[config.mk]
export PLATFORM = sky130hd
export DESIGN_NAME = three_tap_pixel_box_average_core
export DESIGN_NICKNAME = d
export VERILOG_FILES = /design/src/hdl/tpba_pkg.sv /design/src/hdl/tpba_queue.sv /design/src/hdl/tpba_front.sv /design/src/hdl/tpba_back.sv /design/src/hdl/three_tap_pixel_box_average_core.sv
export SDC_FILE = /design/constraint.sdc
export NUM_CORES = 1
export LEC_CHECK = 0
export BUFFER_PORTS_ARGS = -buffer_cell sky130_fd_sc_hd__buf_2
export CORE_MARGIN = 2
export CORE_UTILIZATION = 50
export CTS_CLUSTER_DIAMETER = 50
export CTS_CLUSTER_SIZE = 30
export DETAILED_ROUTE_END_ITERATION = 10
export HOLD_SLACK_MARGIN = 0.08
export PLACE_DENSITY = 0.78
export SKIP_CTS_REPAIR_TIMING = 1
export SLEW_MARGIN = 20
export SYNTH_ARGS = -nofsm -noshare
export SYNTH_HDL_FRONTEND = slang
export SYNTH_SLANG_ARGS = --single-unit
[constraint.sdc]
create_clock -name clock -period 28.8 [get_ports clock]
set_input_delay 4.32 -clock clock [delete_from_list [all_inputs] [get_ports clock]]
set_output_delay 4.32 -clock clock [all_outputs]
set_load 0.01 [all_outputs]
[src/hdl/tpba_pkg.sv]
// shared types, constants and the divide-by-three helper for the three tap box average
package tpba_pkg;

   localparam int unsigned ChanWidth = 8;
   localparam int unsigned SumWidth  = 10;
   localparam int unsigned ProdWidth = 19;
   // floor(x / 3) == (x * 683) >> 11 for every x up to 3 * 255
   localparam logic [ProdWidth-1:0] Recip3    = 19'd683;
   localparam int unsigned          Recip3Sh  = 11;

   typedef logic [ChanWidth-1:0] chan_type;

   typedef struct packed {
      chan_type c2;
      chan_type c1;
      chan_type c0;
   } pixel_type;

   localparam pixel_type PixelZero = '{c2: '0, c1: '0, c0: '0};

   // one queued job: the incoming pixel, the two held pixels, how many were held and the last flag
   typedef struct packed {
      pixel_type   older;
      pixel_type   newer;
      pixel_type   px;
      logic [1:0]  seen;
      logic        last;
   } job_type;

   localparam logic [1:0] SeenNone = 2'd0;
   localparam logic [1:0] SeenOne  = 2'd1;
   localparam logic [1:0] SeenTwo  = 2'd2;

   // which window the back end emits next for the job at the queue head
   typedef enum logic [2:0] {
      KIND_FULL   = 3'b001,
      KIND_PAIR   = 3'b010,
      KIND_SINGLE = 3'b100
   } kind_type;

   function automatic chan_type avg3(input chan_type a, input chan_type b, input chan_type c);
      logic [SumWidth-1:0]  sum;
      logic [ProdWidth-1:0] prod;
      sum  = {2'b00, a} + {2'b00, b} + {2'b00, c};
      prod = {{(ProdWidth-SumWidth){1'b0}}, sum} * Recip3;
      return prod[Recip3Sh +: ChanWidth];
   endfunction

endpackage

[src/hdl/tpba_queue.sv]
// small register fifo between the front and back parts
module tpba_queue #(
   parameter int unsigned WIDTH = 8,
   parameter int unsigned DEPTH = 2
) (
   input  logic             clock,
   input  logic             reset,
   input  logic             push,
   input  logic [WIDTH-1:0] push_data,
   input  logic             pop,
   output logic [WIDTH-1:0] head_data,
   output logic             empty,
   output logic             full
);
   localparam int unsigned PtrWidth = (DEPTH > 1) ? $clog2(DEPTH) : 1;
   localparam int unsigned CntWidth = $clog2(DEPTH + 1);
   localparam logic [CntWidth-1:0] DepthCnt = CntWidth'(DEPTH);
   localparam logic [PtrWidth-1:0] LastPtr  = PtrWidth'(DEPTH - 1);

   logic [WIDTH-1:0]    store_ff [DEPTH];
   logic [PtrWidth-1:0] wr_ptr_ff, wr_ptr_in;
   logic [PtrWidth-1:0] rd_ptr_ff, rd_ptr_in;
   logic [CntWidth-1:0] count_ff, count_in;

   assign empty     = (count_ff == '0);
   assign full      = (count_ff == DepthCnt);
   assign head_data = store_ff[rd_ptr_ff];

   always_comb begin
      wr_ptr_in = wr_ptr_ff;
      rd_ptr_in = rd_ptr_ff;
      count_in  = count_ff;
      if (push) begin
         wr_ptr_in = (wr_ptr_ff == LastPtr) ? '0 : wr_ptr_ff + 1'b1;
      end
      if (pop) begin
         rd_ptr_in = (rd_ptr_ff == LastPtr) ? '0 : rd_ptr_ff + 1'b1;
      end
      if (push && !pop) begin
         count_in = count_ff + 1'b1;
      end else if (pop && !push) begin
         count_in = count_ff - 1'b1;
      end
   end

   always_ff @(posedge clock) begin
      if (reset) begin
         wr_ptr_ff <= '0;
         rd_ptr_ff <= '0;
         count_ff  <= '0;
      end else begin
         wr_ptr_ff <= wr_ptr_in;
         rd_ptr_ff <= rd_ptr_in;
         count_ff  <= count_in;
      end
   end

   always_ff @(posedge clock) begin
      if (push) begin
         store_ff[wr_ptr_ff] <= push_data;
      end
   end

   a_no_push_full: assert property (@(posedge clock) disable iff (reset) !(push && full))
      else $error("push into full queue");
   a_no_pop_empty: assert property (@(posedge clock) disable iff (reset) !(pop && empty))
      else $error("pop from empty queue");
endmodule

[src/hdl/tpba_front.sv]
// front part: takes pixels, keeps the two-pixel history and queues result-producing jobs
module tpba_front (
   input  logic               clock,
   input  logic               reset,
   input  logic               req_valid,
   output logic               req_ready,
   input  tpba_pkg::chan_type req_chan0_in,
   input  tpba_pkg::chan_type req_chan1_in,
   input  tpba_pkg::chan_type req_chan2_in,
   input  logic               req_last_pixel,
   input  logic               queue_full,
   output logic               job_push,
   output tpba_pkg::job_type  job
);
   import tpba_pkg::*;

   pixel_type  hist0_ff, hist0_in;
   pixel_type  hist1_ff, hist1_in;
   logic [1:0] seen_ff, seen_in;
   logic       accept;
   pixel_type  px;

   assign req_ready = !queue_full;
   assign accept    = req_valid && req_ready;
   assign px        = '{c2: req_chan2_in, c1: req_chan1_in, c0: req_chan0_in};

   // only pixels that cause a result go to the back part
   assign job_push = accept && (req_last_pixel || (seen_ff == SeenTwo));
   assign job      = '{older: hist1_ff, newer: hist0_ff, px: px,
                       seen: seen_ff, last: req_last_pixel};

   always_comb begin
      hist0_in = hist0_ff;
      hist1_in = hist1_ff;
      seen_in  = seen_ff;
      if (accept) begin
         if (req_last_pixel) begin
            hist0_in = PixelZero;
            hist1_in = PixelZero;
            seen_in  = SeenNone;
         end else begin
            hist1_in = hist0_ff;
            hist0_in = px;
            seen_in  = (seen_ff == SeenTwo) ? SeenTwo : seen_ff + 1'b1;
         end
      end
   end

   always_ff @(posedge clock) begin
      if (reset) begin
         hist0_ff <= PixelZero;
         hist1_ff <= PixelZero;
         seen_ff  <= SeenNone;
      end else begin
         hist0_ff <= hist0_in;
         hist1_ff <= hist1_in;
         seen_ff  <= seen_in;
      end
   end

   a_clear_after_last: assert property (@(posedge clock) disable iff (reset)
      accept && req_last_pixel |=> seen_ff == SeenNone) else $error("history not cleared");
endmodule

[src/hdl/tpba_back.sv]
// back part: expands each queued job into one to three averaged pixels
module tpba_back (
   input  logic               clock,
   input  logic               reset,
   input  logic               queue_empty,
   input  tpba_pkg::job_type  head,
   output logic               queue_pop,
   output logic               rsp_valid,
   input  logic               rsp_ready,
   output tpba_pkg::chan_type rsp_chan0_out,
   output tpba_pkg::chan_type rsp_chan1_out,
   output tpba_pkg::chan_type rsp_chan2_out,
   output logic               rsp_end_of_image
);
   import tpba_pkg::*;

   logic      mid_ff, mid_in;
   kind_type  kind_ff, kind_in;
   kind_type  start_kind, cur_kind, next_kind;
   logic      rsp_valid_ff, rsp_valid_in;
   pixel_type out_px_ff, out_px_in;
   logic      eoi_ff, eoi_in;
   logic      slot_free, fire, job_done;
   pixel_type opa, opb, opc;

   always_comb begin
      priority if (head.seen == SeenTwo) begin
         start_kind = KIND_FULL;
      end else if (head.seen == SeenOne) begin
         start_kind = KIND_PAIR;
      end else begin
         start_kind = KIND_SINGLE;
      end
   end

   assign cur_kind  = mid_ff ? kind_ff : start_kind;
   assign slot_free = !rsp_valid_ff || rsp_ready;
   assign fire      = !queue_empty && slot_free;

   always_comb begin
      unique case (cur_kind)
         KIND_FULL: begin
            opa = head.older; opb = head.newer; opc = head.px;
            job_done  = !head.last;
            next_kind = KIND_PAIR;
         end
         KIND_PAIR: begin
            opa = head.newer; opb = head.px; opc = PixelZero;
            job_done  = 1'b0;
            next_kind = KIND_SINGLE;
         end
         KIND_SINGLE: begin
            opa = head.px; opb = PixelZero; opc = PixelZero;
            job_done  = 1'b1;
            next_kind = KIND_SINGLE;
         end
         default: begin
            opa = PixelZero; opb = PixelZero; opc = PixelZero;
            job_done  = 1'b1;
            next_kind = KIND_SINGLE;
         end
      endcase
   end

   assign queue_pop = fire && job_done;

   always_comb begin
      mid_in       = mid_ff;
      kind_in      = kind_ff;
      rsp_valid_in = rsp_valid_ff && !rsp_ready;
      out_px_in    = out_px_ff;
      eoi_in       = eoi_ff;
      if (fire) begin
         rsp_valid_in = 1'b1;
         out_px_in    = '{c2: avg3(opa.c2, opb.c2, opc.c2),
                          c1: avg3(opa.c1, opb.c1, opc.c1),
                          c0: avg3(opa.c0, opb.c0, opc.c0)};
         eoi_in       = (cur_kind == KIND_SINGLE);
         mid_in       = !job_done;
         kind_in      = next_kind;
      end
   end

   always_ff @(posedge clock) begin
      if (reset) begin
         mid_ff       <= 1'b0;
         kind_ff      <= KIND_SINGLE;
         rsp_valid_ff <= 1'b0;
      end else begin
         mid_ff       <= mid_in;
         kind_ff      <= kind_in;
         rsp_valid_ff <= rsp_valid_in;
      end
   end

   always_ff @(posedge clock) begin
      out_px_ff <= out_px_in;
      eoi_ff    <= eoi_in;
   end

   assign rsp_valid        = rsp_valid_ff;
   assign rsp_chan0_out    = out_px_ff.c0;
   assign rsp_chan1_out    = out_px_ff.c1;
   assign rsp_chan2_out    = out_px_ff.c2;
   assign rsp_end_of_image = eoi_ff;

   a_mid_has_job: assert property (@(posedge clock) disable iff (reset)
      mid_ff |-> !queue_empty) else $error("job expansion without queued job");
   a_mid_kind: assert property (@(posedge clock) disable iff (reset)
      mid_ff |-> (kind_ff == KIND_PAIR || kind_ff == KIND_SINGLE))
      else $error("bad continuation window");
endmodule

[src/hdl/three_tap_pixel_box_average_core.sv]
// top level of the three tap pixel box average: front, job queue and back
// usage:
//   req_ channel carries one 24-bit pixel (three 8-bit channels) per transfer,
//   in scan order, with req_last_pixel high on the final pixel of an image.
//   rsp_ channel carries averaged pixels; each channel of output j is
//   floor((p[j] + p[j+1] + p[j+2]) / 3), with missing terms past the image end
//   taken as zero. rsp_end_of_image marks the very last output of an image.
// path and throughput:
//   the result for pixel n-2 leaves after pixel n is taken, through the
//   queue register, then the output register. one pixel per cycle in
//   steady state while rsp_ready is high; the final pixel of an image
//   expands into up to three results, one per cycle while rsp_ready is high.
//   the back end's one-result-per-cycle window unit sets this rate.
// reset:
//   synchronous, active high; clears history, queue and output valid.
// stalls:
//   when rsp_ready is low the output register holds; the queue absorbs up to
//   QUEUE_DEPTH jobs before req_ready drops.
module three_tap_pixel_box_average_core #(
   parameter int unsigned QUEUE_DEPTH = 2
) (
   input  logic               clock,
   input  logic               reset,
   input  logic               req_valid,
   output logic               req_ready,
   input  tpba_pkg::chan_type req_chan0_in,
   input  tpba_pkg::chan_type req_chan1_in,
   input  tpba_pkg::chan_type req_chan2_in,
   input  logic               req_last_pixel,
   output logic               rsp_valid,
   input  logic               rsp_ready,
   output tpba_pkg::chan_type rsp_chan0_out,
   output tpba_pkg::chan_type rsp_chan1_out,
   output tpba_pkg::chan_type rsp_chan2_out,
   output logic               rsp_end_of_image
);
   import tpba_pkg::*;

   // front to queue
   logic    job_push;
   job_type job_new;
   // queue to back
   logic    queue_full, queue_empty, queue_pop;
   job_type job_head;
   logic [$bits(job_type)-1:0] head_bits;

   tpba_front u_front (
      .clock          (clock),
      .reset          (reset),
      .req_valid      (req_valid),
      .req_ready      (req_ready),
      .req_chan0_in   (req_chan0_in),
      .req_chan1_in   (req_chan1_in),
      .req_chan2_in   (req_chan2_in),
      .req_last_pixel (req_last_pixel),
      .queue_full     (queue_full),
      .job_push       (job_push),
      .job            (job_new)
   );

   // jobs waiting for expansion
   tpba_queue #(
      .WIDTH ($bits(job_type)),
      .DEPTH (QUEUE_DEPTH)
   ) u_queue (
      .clock     (clock),
      .reset     (reset),
      .push      (job_push),
      .push_data (job_new),
      .pop       (queue_pop),
      .head_data (head_bits),
      .empty     (queue_empty),
      .full      (queue_full)
   );

   assign job_head = job_type'(head_bits);

   tpba_back u_back (
      .clock            (clock),
      .reset            (reset),
      .queue_empty      (queue_empty),
      .head             (job_head),
      .queue_pop        (queue_pop),
      .rsp_valid        (rsp_valid),
      .rsp_ready        (rsp_ready),
      .rsp_chan0_out    (rsp_chan0_out),
      .rsp_chan1_out    (rsp_chan1_out),
      .rsp_chan2_out    (rsp_chan2_out),
      .rsp_end_of_image (rsp_end_of_image)
   );

   // a queued job always yields a result in the following cycle once the output is free
   a_drain: assert property (@(posedge clock) disable iff (reset)
      !queue_empty && (!rsp_valid || rsp_ready) |=> rsp_valid)
      else $error("queued job not drained");
endmodule
==> impl_metrics.py <==
metrics = {
    "clock_tree": {
        "worstSkewPairLatency_ns": 0.54,
        "tritoncts": "yes",
        "cts_buffers": 23,
        "clk_pin_slew_ns": 0.08,
        "clk_path_buf_depth": 3,
        "root_buffer": "clkbuf_16",
        "cts_sinks": 234,
        "htreeDepth": 1,
    },
    "global_route": {
        "grt_max_degree": 101,
        "antenna_found_initial": 0,
        "grt_pass1_vias": 10100,
        "gr-usage-all-layers_pct": 18.0,
        "grt_first_pass_wirelength_mm": 49.0,
        "grt_overflow": 0,
    },
    "timing": {
        "setup_viol": 0,
        "rsz0062_at_grt": "no",
        "slew_violations": 0,
        "slew_headroom_pct": 28.7,
        "setup_tns_ns": 0,
        "clock_skew_ns": 0.0174,
        "period_share_pct": 33.0,
        "max_freq_mhz": 105,
        "min_period_ns": 9.51,
        "worst_pin_slew_ns": 1.07,
        "hold_violations": 0,
    },
    "worst_setup_path": {
        "ff2ff_setup_slack_ns": 19.29,
        "critPathLaunchType": "flip-flop",
        "crit_buf_inv": 5,
        "crit_type": "reg2reg",
        "worst_setup_path_end_kind": "flip-flop",
        "crit_family": "adder cells",
        "slowest_stage": "dfxtp_4",
        "critPathRequiredTime_ns": 29.08,
        "cp_common_cell": "ha_1",
        "rr_endpoint": "u_back.rsp_chan0_out[7]",
        "cp_max_fo": 75,
        "rr_worst_depth": 35,
        "slowest_delay_ns": 0.83,
        "arrival_ns": 9.78,
    },
    "floorplan": {
        "row_count": 64,
        "dieArea_um2": 32900,
        "start_util_pct": 51.1,
        "fp.dieH_um": 181,
        "top_level_ports": 56,
        "die_x_um": 181,
        "core-area_um2": 30700,
    },
    "yosys": {
        "yosys_warnings": 0,
        "yosysSeqAreaShare_pct": 41.0,
        "synth_area_um2": 15700,
        "syn-num-nets": 1691,
        "ys_dominant_reg_cell": "edfxtp_1",
        "synthTopCellsByArea": "edfxtp_1 (33%), ha_1 (18%), fa_1 (8.4%)",
        "synth-seq-cells": 234,
        "yosysUniqueCellTypes": 60,
        "synth_top_area_share_pct": 33.4,
        "synth_largest_area_cell": "edfxtp_1",
        "synth-edff-count": 175,
        "synth_cells": 1365,
        "syn_area_per_cell_um2": 11.5,
        "ys_async_sr_fraction_pct": 0,
    },
    "worst_hold_path": {
        "min_from": "u_front.job[52]",
        "hold_class": "reg2reg",
        "whs_path_depth": 0,
        "whs_endpoint": "u_queue.store_ff[1][52]",
    },
    "final_layout": {
        "mostFrequentLayoutCells": "ha_1 (231), edfxtp_1 (175), inv_1 (135)",
        "layout_commonest_cell": "ha_1",
        "drive_gt1_share_pct": 9.19,
        "n_antenna_cell": 0,
        "fillCellCount": 2535,
        "fin_nets": 1734,
        "syn_to_final_growth_pct": 10.1,
    },
    "placed_design": {
        "gp_congestion": 0.836,
        "dp.final_hpwl_mm": 21.1,
        "numPortBuffers": 55,
    },
    "run": {
        "maxCapViolCount": 0,
    },
    "status": {
        "outcome": "complete, no violations",
    },
    "route": {
        "wl_mm": 29.2,
        "drc": 0,
        "drtPass1Iterations": 5,
        "wl_per_cell_um": 16.0,
        "dr_total_vias": 10000,
        "avgViaCountPerCell": 5.49,
        "ant_nets": 0,
        "first_iter_violations": 469,
    },
}
==> sequential cells by signal, summed over array words and instances, names as in the netlist, named ones only <==
| name | flops |
|---|---|
| u_queue.store_ff | 150 |
| u_back.rsp_chan1_out | 8 |
| u_queue.count_ff | 2 |
| u_front.job | 48 |
| u_back.rsp_valid | 1 |
| u_back.rsp_chan2_out | 8 |
| u_back.rsp_end_of_image | 1 |
| u_back.mid_ff | 1 |
| u_queue.wr_ptr_ff | 1 |
| u_front.seen_ff | 2 |
| u_back.kind_ff | 2 |
| u_back.rsp_chan0_out | 8 |
| u_queue.rd_ptr_ff | 1 |
==> per-layer routing <==
metal  GRT usage [%]  wire (um)
met5               0          0
met4            3.02        325
met3            2.60       1270
met2            30.0      13300
met1            25.4      14300
==> stage by stage <==
| stage | hold WS [ns] | cells | setup WS, ns | util (%) | area, um^2 |
|---|---|---|---|---|---|
| 6_report | 0.456 | 1821 | 19.29 | 56.3 | 17300 |
| 4_1_cts | 0.457 | 1821 | 19.24 | 56.3 | 17300 |
| 5_1_grt | 0.473 | 1821 | 18.70 | 56.3 | 17300 |
| 2_1_floorplan | 0.426 | 1365 | 19.71 | - | 15700 |
| 3_5_place_dp | 0.438 | 1779 | 19.27 | 53.4 | 16400 |
| 3_3_place_gp | 0.430 | 1779 | 19.45 | 53.4 | 16400 |
==> cells in the mapped netlist, drive strengths merged, types with 2 or more instances <==
library cell and number:
a2111oi 2, a211oi 3, a21boi 4, a21o 20, a21oi 93, a31oi 7
buf 11, clkbuf 36, dfxtp 59, edfxtp 175, fa 66, ha 231
inv 135, mux2i 77, nand2 15, nand2b 10, nand3 7, nand4 3
nor2 113, nor2b 10, nor3 8, nor3b 50, nor4 2, nor4b 2
o2111ai 2, o211ai 3, o21a 11, o21ai 51, o21ba 2, o21bai 8
o22a 25, o22ai 23, o31a 2, o41ai 2, or2 4, or3 2
xnor2 50, xor2 29
==> how the worst max path moves through the flow <==
| stage | cells after the start | end | from | slack [ns] |
|---|---|---|---|---|
| global placement | 35 | u_back.rsp_chan0_out[7] | flip-flop | 19.45 |
| finish | 35 | u_back.rsp_chan0_out[7] | flip-flop | 19.29 |
| global route | 32 | u_back.rsp_chan2_out[7] | flip-flop | 18.70 |
| CTS | 35 | u_back.rsp_chan0_out[7] | flip-flop | 19.24 |
| floorplan | 37 | u_back.rsp_chan2_out[7] | flip-flop | 19.71 |
| detailed placement | 33 | u_back.rsp_chan0_out[7] | flip-flop | 19.27 |
==> logic make-up after synthesis <==
logic type	Yosys count	share of synthesized area [%]
AND/OR/NAND/NOR	230	7.60
adder cells (fa/ha/maj)	297	26.8
XOR/XNOR	79	4.40
flip-flops	234	41.0
multiplexers	77	4.91
buffers and inverters	182	4.41
AO/OA/AOI/OAI	266	10.9
==> cell type report <==
cell class / count / area, um^2 / area share [%]
multi-input cells: 949 / 8630 / 49.9
flip-flops and latches: 234 / 6440 / 37.2
clock buffers: 24 / 589 / 3.41
inverters: 135 / 507 / 2.93
well taps: 396 / 495 / 2.86
repair buffers: 65 / 350 / 2.03
clock inverters: 18 / 288 / 1.66
Power is left out: the tool's default activity adds up to more than one toggle a clock period on the data nets, which glitch-free logic cannot reach.
